<file path="config.mk">
export PLATFORM = sky130hd
export DESIGN_NAME = imu_packet_deframer
export DESIGN_NICKNAME = d
export VERILOG_FILES = /design/src/rtl/core/imu_deframer_pkg.sv /design/src/rtl/core/imu_packet_deframer.sv
export SDC_FILE = /design/constraint.sdc
export NUM_CORES = 1
export LEC_CHECK = 0
export BUFFER_PORTS_ARGS = -buffer_cell sky130_fd_sc_hd__buf_2
export CORE_ASPECT_RATIO = 1.4
export CORE_MARGIN = 2
export CORE_UTILIZATION = 55
export CTS_BUF_LIST = sky130_fd_sc_hd__clkbuf_16
export DETAILED_ROUTE_END_ITERATION = 12
export PLACE_DENSITY = 0.8
export SKIP_LAST_GASP = 1
export SLEW_MARGIN = 20
export SYNTH_ARGS = -nofsm -noshare
export SYNTH_HDL_FRONTEND = slang
export SYNTH_SLANG_ARGS = --single-unit
</file>
<file path="constraint.sdc">
create_clock -name clk -period 9.4 [get_ports clk]
set_clock_uncertainty 0.1 [all_clocks]
set_input_delay 1.88 -clock clk [delete_from_list [all_inputs] [get_ports clk]]
set_output_delay 1.88 -clock clk [all_outputs]
set_load 0.05 [all_outputs]
</file>
<file path="src/rtl/core/imu_deframer_pkg.sv">
`timescale 1ns / 1ps
`default_nettype none
// ----------------------------------------------------------------------------
// IMU packet deframer package
// Shared types and constants for the sensor packet deframer.
// ----------------------------------------------------------------------------
package imu_deframer_pkg;

    // Sync sequence "snp" and the checksum contribution of those three bytes.
    localparam logic [7:0]  SYNC_BYTE_0 = 8'h73;
    localparam logic [7:0]  SYNC_BYTE_1 = 8'h6E;
    localparam logic [7:0]  SYNC_BYTE_2 = 8'h70;
    localparam logic [15:0] SYNC_SUM    = 16'h0151;

    // Configuration register defaults after reset.
    localparam logic [7:0] WARMUP_DEFAULT     = 8'd100;
    localparam logic [7:0] GYRO_ADDR_DEFAULT  = 8'h61;
    localparam logic [7:0] ACCEL_ADDR_DEFAULT = 8'h65;

    // Configuration register indexes.
    localparam logic [1:0] CFG_WARMUP     = 2'd0;
    localparam logic [1:0] CFG_GYRO_ADDR  = 2'd1;
    localparam logic [1:0] CFG_ACCEL_ADDR = 2'd2;

    localparam int PAYLOAD_BYTES = 16;
    localparam int WORD_BITS     = 32;
    localparam int RESULT_BITS   = 3 + 8 * WORD_BITS;
    localparam int RESULT_BYTES  = (RESULT_BITS + 7) / 8;

    // Framing phase of the receiver.
    typedef enum logic [2:0] {
        PH_SYNC = 3'd0,
        PH_TYPE = 3'd1,
        PH_ADDR = 3'd2,
        PH_DATA = 3'd3,
        PH_CKHI = 3'd4,
        PH_CKLO = 3'd5
    } phase_t;

    // Result status codes.
    typedef enum logic [2:0] {
        ST_CHECKSUM_ERROR = 3'd0,
        ST_WARMUP         = 3'd1,
        ST_GYRO_LATCHED   = 3'd2,
        ST_SAMPLE_READY   = 3'd3,
        ST_OTHER_ADDRESS  = 3'd4
    } status_t;

    typedef logic [WORD_BITS-1:0] word_t;

endpackage : imu_deframer_pkg
`default_nettype wire

</file>
<file path="src/rtl/core/imu_packet_deframer.sv">
`timescale 1ns / 1ps
`default_nettype none
// The result of a packet is registered when its last checksum byte leaves the input
// register (the input register feeds the result register directly).
// Throughput: one byte per cycle; the input register only holds when a closing
// checksum byte meets a result register that is still full and not being taken.
// Reset clears framing state, the warm-up count, held gyro words and the
// configuration registers to their defaults; the payload store is not cleared.
// ----------------------------------------------------------------------------
// IMU packet deframer
// Finds "snp" sync, checks the 16-bit sum, and emits one result per packet.
// ----------------------------------------------------------------------------
module imu_packet_deframer
    import imu_deframer_pkg::*;
(
    input  wire logic                      clk,
    input  wire logic                      rst_n,
    // Configuration write port.
    input  wire logic                      cfg_we,
    input  wire logic [1:0]                cfg_index,
    input  wire logic [7:0]                cfg_data,
    // Input stream.
    input  wire logic                      s_axis_tvalid,
    output logic                           s_axis_tready,
    input  wire logic [7:0]                s_axis_tdata,   // rx_byte[7:0]
    // Result stream.
    output logic                           m_axis_tvalid,
    input  wire logic                      m_axis_tready,
    // From bit 0 up: status[2:0], gyro_x, gyro_y, gyro_z, gyro_time, accel_x,
    // accel_y, accel_z, accel_time (32 bits each), then zero fill.
    output logic [RESULT_BYTES*8-1:0]      m_axis_tdata
);

    // Configuration registers.
    logic [7:0] warmup_packets_reg;
    logic [7:0] gyro_addr_reg;
    logic [7:0] accel_addr_reg;

    // Input register.
    logic       in_valid_reg;
    logic [7:0] in_byte_reg;
    logic       advance;

    // Framing state.
    phase_t     phase_reg, phase_next;
    logic [1:0] sync_progress_reg, sync_progress_next;
    logic [3:0] byte_index_reg, byte_index_next;
    logic [7:0] packet_addr_reg;
    logic [15:0] running_sum_reg, running_sum_next;
    logic [7:0] ck_high_reg;
    logic [7:0] warmup_seen_reg, warmup_seen_next;
    logic [7:0] payload_mem [PAYLOAD_BYTES];
    word_t      gyro_reg [4];
    word_t      gyro_next [4];

    // Result register.
    logic       out_valid_reg;
    status_t    status_reg, status_next;
    word_t      out_gyro_reg [4];
    word_t      out_accel_reg [4];
    word_t      accel_next [4];
    word_t      payload_word [4];

    logic [7:0] sync_expect;
    logic       sync_match;
    logic       closing;

    // Configuration writes; an index beyond the list is ignored.
    always_ff @(posedge clk or negedge rst_n)
    begin
        if (!rst_n)
        begin
            warmup_packets_reg <= WARMUP_DEFAULT;
            gyro_addr_reg      <= GYRO_ADDR_DEFAULT;
            accel_addr_reg     <= ACCEL_ADDR_DEFAULT;
        end
        else if (cfg_we)
        begin
            case (cfg_index)
                CFG_WARMUP:     warmup_packets_reg <= cfg_data;
                CFG_GYRO_ADDR:  gyro_addr_reg      <= cfg_data;
                CFG_ACCEL_ADDR: accel_addr_reg     <= cfg_data;
                default:        ;
            endcase
        end
    end

    // Handshake: the held word moves on unless it closes a packet while a
    // result is still waiting.
    assign closing       = (phase_reg == PH_CKLO);
    assign advance       = in_valid_reg && (!closing || !out_valid_reg || m_axis_tready);
    assign s_axis_tready = !in_valid_reg || advance;

    always_ff @(posedge clk or negedge rst_n)
    begin
        if (!rst_n)
        begin
            in_valid_reg <= 1'b0;
        end
        else if (s_axis_tready)
        begin
            in_valid_reg <= s_axis_tvalid;
        end
    end

    always_ff @(posedge clk)
    begin
        if (s_axis_tready && s_axis_tvalid)
        begin
            in_byte_reg <= s_axis_tdata;
        end
    end

    // Sync comparison against the next expected byte.
    always_comb
    begin
        case (sync_progress_reg)
            2'd0:    sync_expect = SYNC_BYTE_0;
            2'd1:    sync_expect = SYNC_BYTE_1;
            default: sync_expect = SYNC_BYTE_2;
        endcase
    end
    assign sync_match = (in_byte_reg == sync_expect);

    // Next framing phase.
    always_comb
    begin
        phase_next = phase_reg;
        case (phase_reg)
            PH_SYNC:
            begin
                if (sync_match && sync_progress_reg == 2'd2)
                begin
                    phase_next = PH_TYPE;
                end
            end
            PH_TYPE: phase_next = PH_ADDR;
            PH_ADDR: phase_next = PH_DATA;
            PH_DATA:
            begin
                if (byte_index_reg == 4'hF)
                begin
                    phase_next = PH_CKHI;
                end
            end
            PH_CKHI: phase_next = PH_CKLO;
            PH_CKLO: phase_next = PH_SYNC;
            default: phase_next = PH_SYNC;
        endcase
    end

    // Big-endian payload words as they stand in the store.
    always_comb
    begin
        for (int k = 0; k < 4; k++)
        begin
            payload_word[k] = {payload_mem[4*k], payload_mem[4*k+1],
                               payload_mem[4*k+2], payload_mem[4*k+3]};
        end
    end

    // Framing datapath and packet verdict.
    always_comb
    begin
        sync_progress_next = sync_progress_reg;
        byte_index_next    = byte_index_reg;
        running_sum_next   = running_sum_reg + {8'd0, in_byte_reg};
        warmup_seen_next   = warmup_seen_reg;
        status_next        = ST_OTHER_ADDRESS;
        for (int k = 0; k < 4; k++)
        begin
            gyro_next[k]  = gyro_reg[k];
            accel_next[k] = '0;
        end
        case (phase_reg)
            PH_SYNC:
            begin
                running_sum_next = running_sum_reg;
                if (sync_match)
                begin
                    if (sync_progress_reg == 2'd2)
                    begin
                        sync_progress_next = 2'd0;
                        running_sum_next   = SYNC_SUM;
                    end
                    else
                    begin
                        sync_progress_next = sync_progress_reg + 2'd1;
                    end
                end
                else
                begin
                    sync_progress_next = (in_byte_reg == SYNC_BYTE_0) ? 2'd1 : 2'd0;
                end
            end
            PH_ADDR:
            begin
                byte_index_next = 4'd0;
            end
            PH_DATA:
            begin
                byte_index_next = byte_index_reg + 4'd1;
            end
            PH_CKHI:
            begin
                // The checksum bytes themselves are not part of the sum.
                running_sum_next = running_sum_reg;
            end
            PH_CKLO:
            begin
                sync_progress_next = 2'd0;
                if ({ck_high_reg, in_byte_reg} != running_sum_reg)
                begin
                    status_next = ST_CHECKSUM_ERROR;
                end
                else if (warmup_seen_reg < warmup_packets_reg)
                begin
                    warmup_seen_next = warmup_seen_reg + 8'd1;
                    status_next      = ST_WARMUP;
                end
                else if (packet_addr_reg == gyro_addr_reg)
                begin
                    status_next = ST_GYRO_LATCHED;
                    for (int k = 0; k < 4; k++)
                    begin
                        gyro_next[k] = payload_word[k];
                    end
                end
                else if (packet_addr_reg == accel_addr_reg)
                begin
                    status_next = ST_SAMPLE_READY;
                    for (int k = 0; k < 4; k++)
                    begin
                        accel_next[k] = payload_word[k];
                    end
                end
                else
                begin
                    status_next = ST_OTHER_ADDRESS;
                end
            end
            default: ;
        endcase
    end

    // Framing state registers.
    always_ff @(posedge clk or negedge rst_n)
    begin
        if (!rst_n)
        begin
            phase_reg         <= PH_SYNC;
            sync_progress_reg <= 2'd0;
            byte_index_reg    <= 4'd0;
            packet_addr_reg   <= 8'd0;
            running_sum_reg   <= 16'd0;
            ck_high_reg       <= 8'd0;
            warmup_seen_reg   <= 8'd0;
            for (int k = 0; k < 4; k++)
            begin
                gyro_reg[k] <= '0;
            end
        end
        else if (advance)
        begin
            phase_reg         <= phase_next;
            sync_progress_reg <= sync_progress_next;
            byte_index_reg    <= byte_index_next;
            running_sum_reg   <= running_sum_next;
            warmup_seen_reg   <= warmup_seen_next;
            if (phase_reg == PH_ADDR)
            begin
                packet_addr_reg <= in_byte_reg;
            end
            if (phase_reg == PH_CKHI)
            begin
                ck_high_reg <= in_byte_reg;
            end
            for (int k = 0; k < 4; k++)
            begin
                gyro_reg[k] <= gyro_next[k];
            end
        end
    end

    // Payload store, written one byte per cycle during the data phase while the input advances.
    always_ff @(posedge clk)
    begin
        if (advance && phase_reg == PH_DATA)
        begin
            payload_mem[byte_index_reg] <= in_byte_reg;
        end
    end

    // Result register control.
    always_ff @(posedge clk or negedge rst_n)
    begin
        if (!rst_n)
        begin
            out_valid_reg <= 1'b0;
        end
        else if (advance && closing)
        begin
            out_valid_reg <= 1'b1;
        end
        else if (m_axis_tready)
        begin
            out_valid_reg <= 1'b0;
        end
    end

    // Result payload.
    always_ff @(posedge clk)
    begin
        if (advance && closing)
        begin
            status_reg <= status_next;
            for (int k = 0; k < 4; k++)
            begin
                out_gyro_reg[k]  <= gyro_next[k];
                out_accel_reg[k] <= accel_next[k];
            end
        end
    end

    assign m_axis_tvalid = out_valid_reg;
    assign m_axis_tdata  = {{(RESULT_BYTES*8-RESULT_BITS){1'b0}},
                            out_accel_reg[3], out_accel_reg[2],
                            out_accel_reg[1], out_accel_reg[0],
                            out_gyro_reg[3], out_gyro_reg[2],
                            out_gyro_reg[1], out_gyro_reg[0],
                            status_reg};

    // Accel words are only carried by a sample-ready result.
    assert property (@(posedge clk) disable iff (!rst_n)
        (out_valid_reg && status_reg != ST_SAMPLE_READY) |->
        (out_accel_reg[0] == '0 && out_accel_reg[1] == '0 &&
         out_accel_reg[2] == '0 && out_accel_reg[3] == '0))
        else $error("accel words set on a result that is not a sample");

    // The warm-up count only moves together with a warm-up discard result.
    assert property (@(posedge clk) disable iff (!rst_n)
        (warmup_seen_reg != $past(warmup_seen_reg)) |->
        (out_valid_reg && status_reg == ST_WARMUP))
        else $error("warm-up count changed without a discard result");

    // The payload index runs only inside the data phase.
    assert property (@(posedge clk) disable iff (!rst_n)
        (byte_index_reg != 4'd0) |-> (phase_reg == PH_DATA))
        else $error("payload index nonzero outside the data phase");

    // The input side stalls only on a closing word behind a full result register.
    assert property (@(posedge clk) disable iff (!rst_n)
        !s_axis_tready |-> (in_valid_reg && closing && out_valid_reg))
        else $error("input stalled without a pending result");

endmodule : imu_packet_deframer
`default_nettype wire

</file>
# [Yosys cells after proc, flatten, opt, wreduce, memory -nomap -nowiden]
# Memory sizes are Yosys's and may differ from the RTL's.
# Index checks and enable logic that the tools add are counted.
[classes] addsub=4 order_cmp=1 eq_ne=19 mux=31 n_bitwise=3 n_reduce_logical=29
[ops] cell="$mux W128" count=9
[ops] cell="$mux W16" count=2
[ops] cell="$pmux W16 S2" count=1
[ops] cell="$eq A8 B8 Y1" count=3
[ops] cell="$mux W3" count=6
[ops] cell="$add A16 B8 Y16" count=1
[ops] cell="$ne A16 B16 Y1" count=1
[ops] cell="$pmux W3 S5" count=1
[ops] cell="$reduce_and A2 Y1" count=7
[ops] cell="$pmux W5 S2" count=1
[ops] cell="$add A8 B1 Y8 const B" count=1
[ops] cell="$eq A8 B7 Y1 const B" count=1
[ops] cell="$lt A8 B8 Y1" count=1
[ops] cell="$ne A2 B2 Y1 const B" count=4
[ops] cell="$pmux W4 S2" count=1
[ops] cell="$reduce_and A4 Y1" count=2
[ops] cell="$mux W1" count=7
[ops] cell="$eq A3 B2 Y1 const B" count=2
[ops] cell="$eq A3 B3 Y1 const B" count=2
[ops] cell="$reduce_bool A2 Y1" count=3
[ops] cell="$logic_and A1 B1 Y1" count=5
[ops] cell="$add A4 B1 Y4 const B" count=1
[ops] cell="$eq A2 B1 Y1 const B" count=2
[ops] cell="$eq A2 B2 Y1 const B" count=2
[ops] cell="other kinds (13)" count=21
[word_totals] ff_bits=214 ram_bits=384 in_bits=23 output_inout_bits=266 wordCells=110 memories=3
[memory_table] name="out_accel_reg" depth=4 word_bits=32 rd=4 rd_clocked_by_memory_dff=0 wr=4 line="imu_packet_deframer.sv:60" source="word_t out_accel_reg [4];"
[memory_table] name="out_gyro_reg" depth=4 word_bits=32 rd=4 rd_clocked_by_memory_dff=0 wr=4 line="imu_packet_deframer.sv:59" source="word_t out_gyro_reg [4];"
[memory_table] name="payload_mem" depth=16 word_bits=8 rd=16 rd_clocked_by_memory_dff=0 wr=1 line="imu_packet_deframer.sv:52" source="logic [7:0] payload_mem [PAYLOAD_BYTES];"

# [Depth between registers and ports, before layout]
[depth] depth_word=8 ltp_mapped=10

# [Least setup slack after synthesis]
# OpenSTA, ideal clock, no wires.
[synth_path] kind="input to register" from="input port m_axis_tready" to="register warmup_seen_reg[1]" setup_ps=125 t_arrival_ps=9114 t_required_ps=9175 setup_slack_ps=61 stages=5 n_path_buf=1 cell_sequence="nand2b_1 > and3_1 > and3_1 > buf_2 > mux2_2"
[synth_between] elab_chain_cells=3
[synth_lines] item="start, declared" line="imu_packet_deframer.sv:28" source="input wire logic m_axis_tready,"
[synth_lines] item="$logic_or A1 B1 Y1" line="imu_packet_deframer.sv:91" source="assign advance = in_valid_reg && (!closing || !out_valid_reg || m_axis_tready);"
[synth_lines] item="$logic_and A1 B1 Y1" line="imu_packet_deframer.sv:91"
[synth_lines] item="$reduce_and A4 Y1 (no line)"
[synth_lines] item="end signal, assigned" line="imu_packet_deframer.sv:269" source="warmup_seen_reg <= warmup_seen_next;"
[synth_lines] item="end, declared" line="imu_packet_deframer.sv:51" source="logic [7:0] warmup_seen_reg, warmup_seen_next;"
# No other way between the ends.
# A chain may end at the register's enable or synchronous reset.

# [Worst setup path in the final report]
[layout_path] from="input port m_axis_tready" to="output port s_axis_tready"
[layout_between] elab_chain_cells=3
[layout_lines] item="$logic_or A1 B1 Y1" line="imu_packet_deframer.sv:91"
[layout_lines] item="$logic_and A1 B1 Y1" line="imu_packet_deframer.sv:91"
[layout_lines] item="$logic_or A1 B1 Y1" line="imu_packet_deframer.sv:92" source="assign s_axis_tready = !in_valid_reg || advance;"
[layout_lines] item="end, declared" line="imu_packet_deframer.sv:24" source="output logic s_axis_tready,"
# No other way between the ends.

==> impl_metrics.json <==
{
  "cpLargestDelayFamily": "buffers and inverters",
  "finalPower_uw": 5097,
  "postCtsSetupBuffers": 0,
  "cp.required_ns": 7.42,
  "cts_resized": 0,
  "setup_tns_ns": 0,
  "crit_arrival_ns": 2.63,
  "grt_use_total": 0.2220,
  "synth.avg_cell_area_um2": 16.94,
  "worst_setup_path_start_kind": "input port",
  "synthCells": 1376,
  "cts_sinks": 598,
  "cpMostUsedCell": "buf_2",
  "core-area_um2": 41980,
  "critical_path.cell_chain": "buf_2, nand2b_1, nor2_1, inv_1, buf_2",
  "synth_edf_count": 395,
  "synth-async-reset-ratio": 0.3395,
  "pre_cts_ws_ns": 4.785,
  "r2r_slack_ns": 5.01,
  "portBuffers": 283,
  "drive_gt1_frac": 0.3984,
  "critPathBufInv": 3,
  "status": "finished, final reports clean",
  "grt_pass1_wl_mm": 73.42,
  "fmax_mhz": 216.8,
  "power.density_nw_per_um2": 189.8,
  "io_pins": 289,
  "drc": 0,
  "dp_hpwl_mm": 30.90,
  "placed_cell_area_um2": 25260,
  "cts_buffers": 52,
  "drt_wl_total_mm": 48.92,
  "final_max_slew_viol_count": 0,
  "min_period_ns": 4.612,
  "layout_common_cells": "edfxtp_1, mux2_2, buf_2",
  "grt_pass1_vias": 12570,
  "ff2ff_path_depth": 9,
  "finalHoldViolCount": 0,
  "seq_area_frac_synth": 0.7272,
  "worstMarginPinSlew_ns": 1.107,
  "hp-class": "flip-flop to flip-flop",
  "layout_commonest_cell": "edfxtp_1",
  "path_max_fanout": 3,
  "antenna_left": 0,
  "finalNetCount": 1724,
  "viasPerCell": 5.520,
  "drt-met1-wl_mm": 19.12,
  "firstDrtPassIters": 5,
  "clockBufferDepth": 3,
  "vdd_drop_max_mv": 0.1638,
  "antenna_found_initial": 0,
  "drt_iter0_drc": 1005,
  "yosys_warnings": 0,
  "initial_core_util": 0.5554,
  "worst-path-stages": 5,
  "diodes": 0,
  "hold_depth": 2,
  "cp_slowest_stage_delay_ns": 0.21,
  "crit_path_top_delay_cell": "buf_2",
  "clk_latency_ns": 0.58,
  "syn-cell-area_um2": 23310,
  "min_period_over_period": 0.4907,
  "die_area_um2": 44080,
  "yosysUniqueCellTypes": 49,
  "rows": 89,
  "fillers": 2994,
  "vias": 12520,
  "die_h_um": 247.6,
  "slew_headroom": 0.2622,
  "htree_levels": 2,
  "rsz0062_at_grt": "no",
  "area_growth_pct": 15.17,
  "place.gp.congestion": 0.8444,
  "drv_cap": 0,
  "fin_ws_ns": 4.788,
  "path_clk_slew_ns": 0.07,
  "grt_overflow": 0,
  "top_layer_used": "met4",
  "final-setup-viol-count": 0,
  "multi_input_area_um2": 5968,
  "fin_area_um2": 26850,
  "synthFlopType": "edfxtp_1",
  "wl_met2_mm": 25.39,
  "synth-seq-cells": 598,
  "whs_ns": 0.3923,
  "cts_tree": "yes",
  "worstSetupEndpointType": "output pin",
  "grt_max_degree": 96,
  "root_buffer": "clkbuf_16",
  "leakagePower_uw": 0.01223,
  "avgRoutedWirePerCell_um": 21.57,
  "seq_area_um2": 16950,
  "crit_type": "input port to output pin",
  "wl_met3_mm": 2.441,
  "die_w_um": 178.0,
  "hold_buffers": 0
}
## worst reg2reg max path: cells and delay by family, from the launching register on
family                   cells  cell delay, ns
AND/OR/NAND/NOR              5            1.48
adder cells (fa/ha/maj)      1            0.38
buffers and inverters        2            1.32
multiplexers                 1            0.53
flip-flops                   1            0.32
## per-layer routing
metal	GRT usage	vias up
met5	0	-
met4	0.09257	0
met3	0.02895	109
met2	0.3850	392
met1	0.2822	6394
li1	-	5624
## path summary, 6_finish.rpt
path	startpoint	endpoint
setup / recovery	m_axis_tready	s_axis_tready
hold / removal	running_sum_reg[3]	running_sum_reg[3]
setup reg to reg	in_byte_reg[3]	out_gyro_reg[3][7]
hold reg to reg	running_sum_reg[3]	running_sum_reg[3]
max in group asynchronous	rst_n	ck_high_reg[1]
min in group asynchronous	rst_n	gyro_reg[35]
## Yosys cell counts (2+ instances only)
| library cell | instances | area [um2] |
|---|---|---|
| edfxtp_1 | 395 | 11860 |
| mux2_2 | 290 | 3266 |
| dfrtp_1 | 193 | 4830 |
| and2_1 | 139 | 869.6 |
| nand2_1 | 48 | 180.2 |
| nor2_1 | 27 | 101.4 |
| o21ai_0 | 25 | 125.1 |
| xnor2_1 | 22 | 192.7 |
| xor2_1 | 21 | 183.9 |
| ha_1 | 20 | 250.2 |
| buf_4 | 19 | 142.6 |
| clkbuf_1 | 18 | 67.56 |
| inv_1 | 16 | 60.06 |
| a21oi_1 | 13 | 65.06 |
| buf_6 | 12 | 135.1 |
| nand4_1 | 11 | 68.82 |
| dfstp_2 | 10 | 262.8 |
| nor3_1 | 10 | 50.05 |
| and3_1 | 9 | 56.30 |
| nand3_1 | 9 | 45.04 |
| buf_2 | 8 | 40.04 |
| nor4_1 | 7 | 43.79 |
| nand2b_1 | 5 | 31.28 |
| nand3b_1 | 5 | 37.54 |
| nor2b_1 | 4 | 25.02 |
| o22a_1 | 4 | 35.03 |
| nor3b_1 | 3 | 22.52 |
| o211ai_1 | 3 | 22.52 |
| o31ai_1 | 3 | 22.52 |
| or2_2 | 3 | 18.77 |
| a21o_1 | 2 | 15.01 |
| and3b_1 | 2 | 17.52 |
| nor4b_1 | 2 | 17.52 |
| o22ai_1 | 2 | 12.51 |
| or3_1 | 2 | 12.51 |
## cells by family (layout without fill, tap and decap cells)
| logic type | after synthesis | count (layout) | share of synthesized area |
|---|---|---|---|
| DFF | 598 | 598 | 0.7272 |
| muxes | 291 | 291 | 0.1405 |
| and+or+nand+nor | 291 | 291 | 0.07068 |
| buffers and inverters | 74 | 416 | 0.01927 |
| AOI/OAI and AO/OA | 57 | 57 | 0.01449 |
| xor gates and xnor gates | 43 | 43 | 0.01615 |
| adders and majority gates | 21 | 21 | 0.01159 |
| other | 1 | 5 | 0.0001608 |
## layout make-up
| type | count | share of cell area |
|---|---|---|
| clock buffers | 52 | 0.04846 |
| clock inverters | 44 | 0.01081 |
| inverters | 16 | 0.002237 |
| multi-input cells | 708 | 0.2223 |
| flip-flops and latches | 598 | 0.6314 |
| well taps | 546 | 0.02544 |
| repair buffers | 304 | 0.05941 |
## report_power, final
group / internal (uW) / switching [uW]
registers: 2840 / 33.7
clock network: 1090 / 918
logic: 81.0 / 134
total: 4010 / 1090
## stage by stage
step	instances	util
finish	2268	0.6396
global route	2268	0.6396
CTS	2268	0.6396
detailed placement	2172	0.6017
global placement	2171	0.6011
floorplan	1380	-
Note: power is estimated with default switching activity, not from simulation.
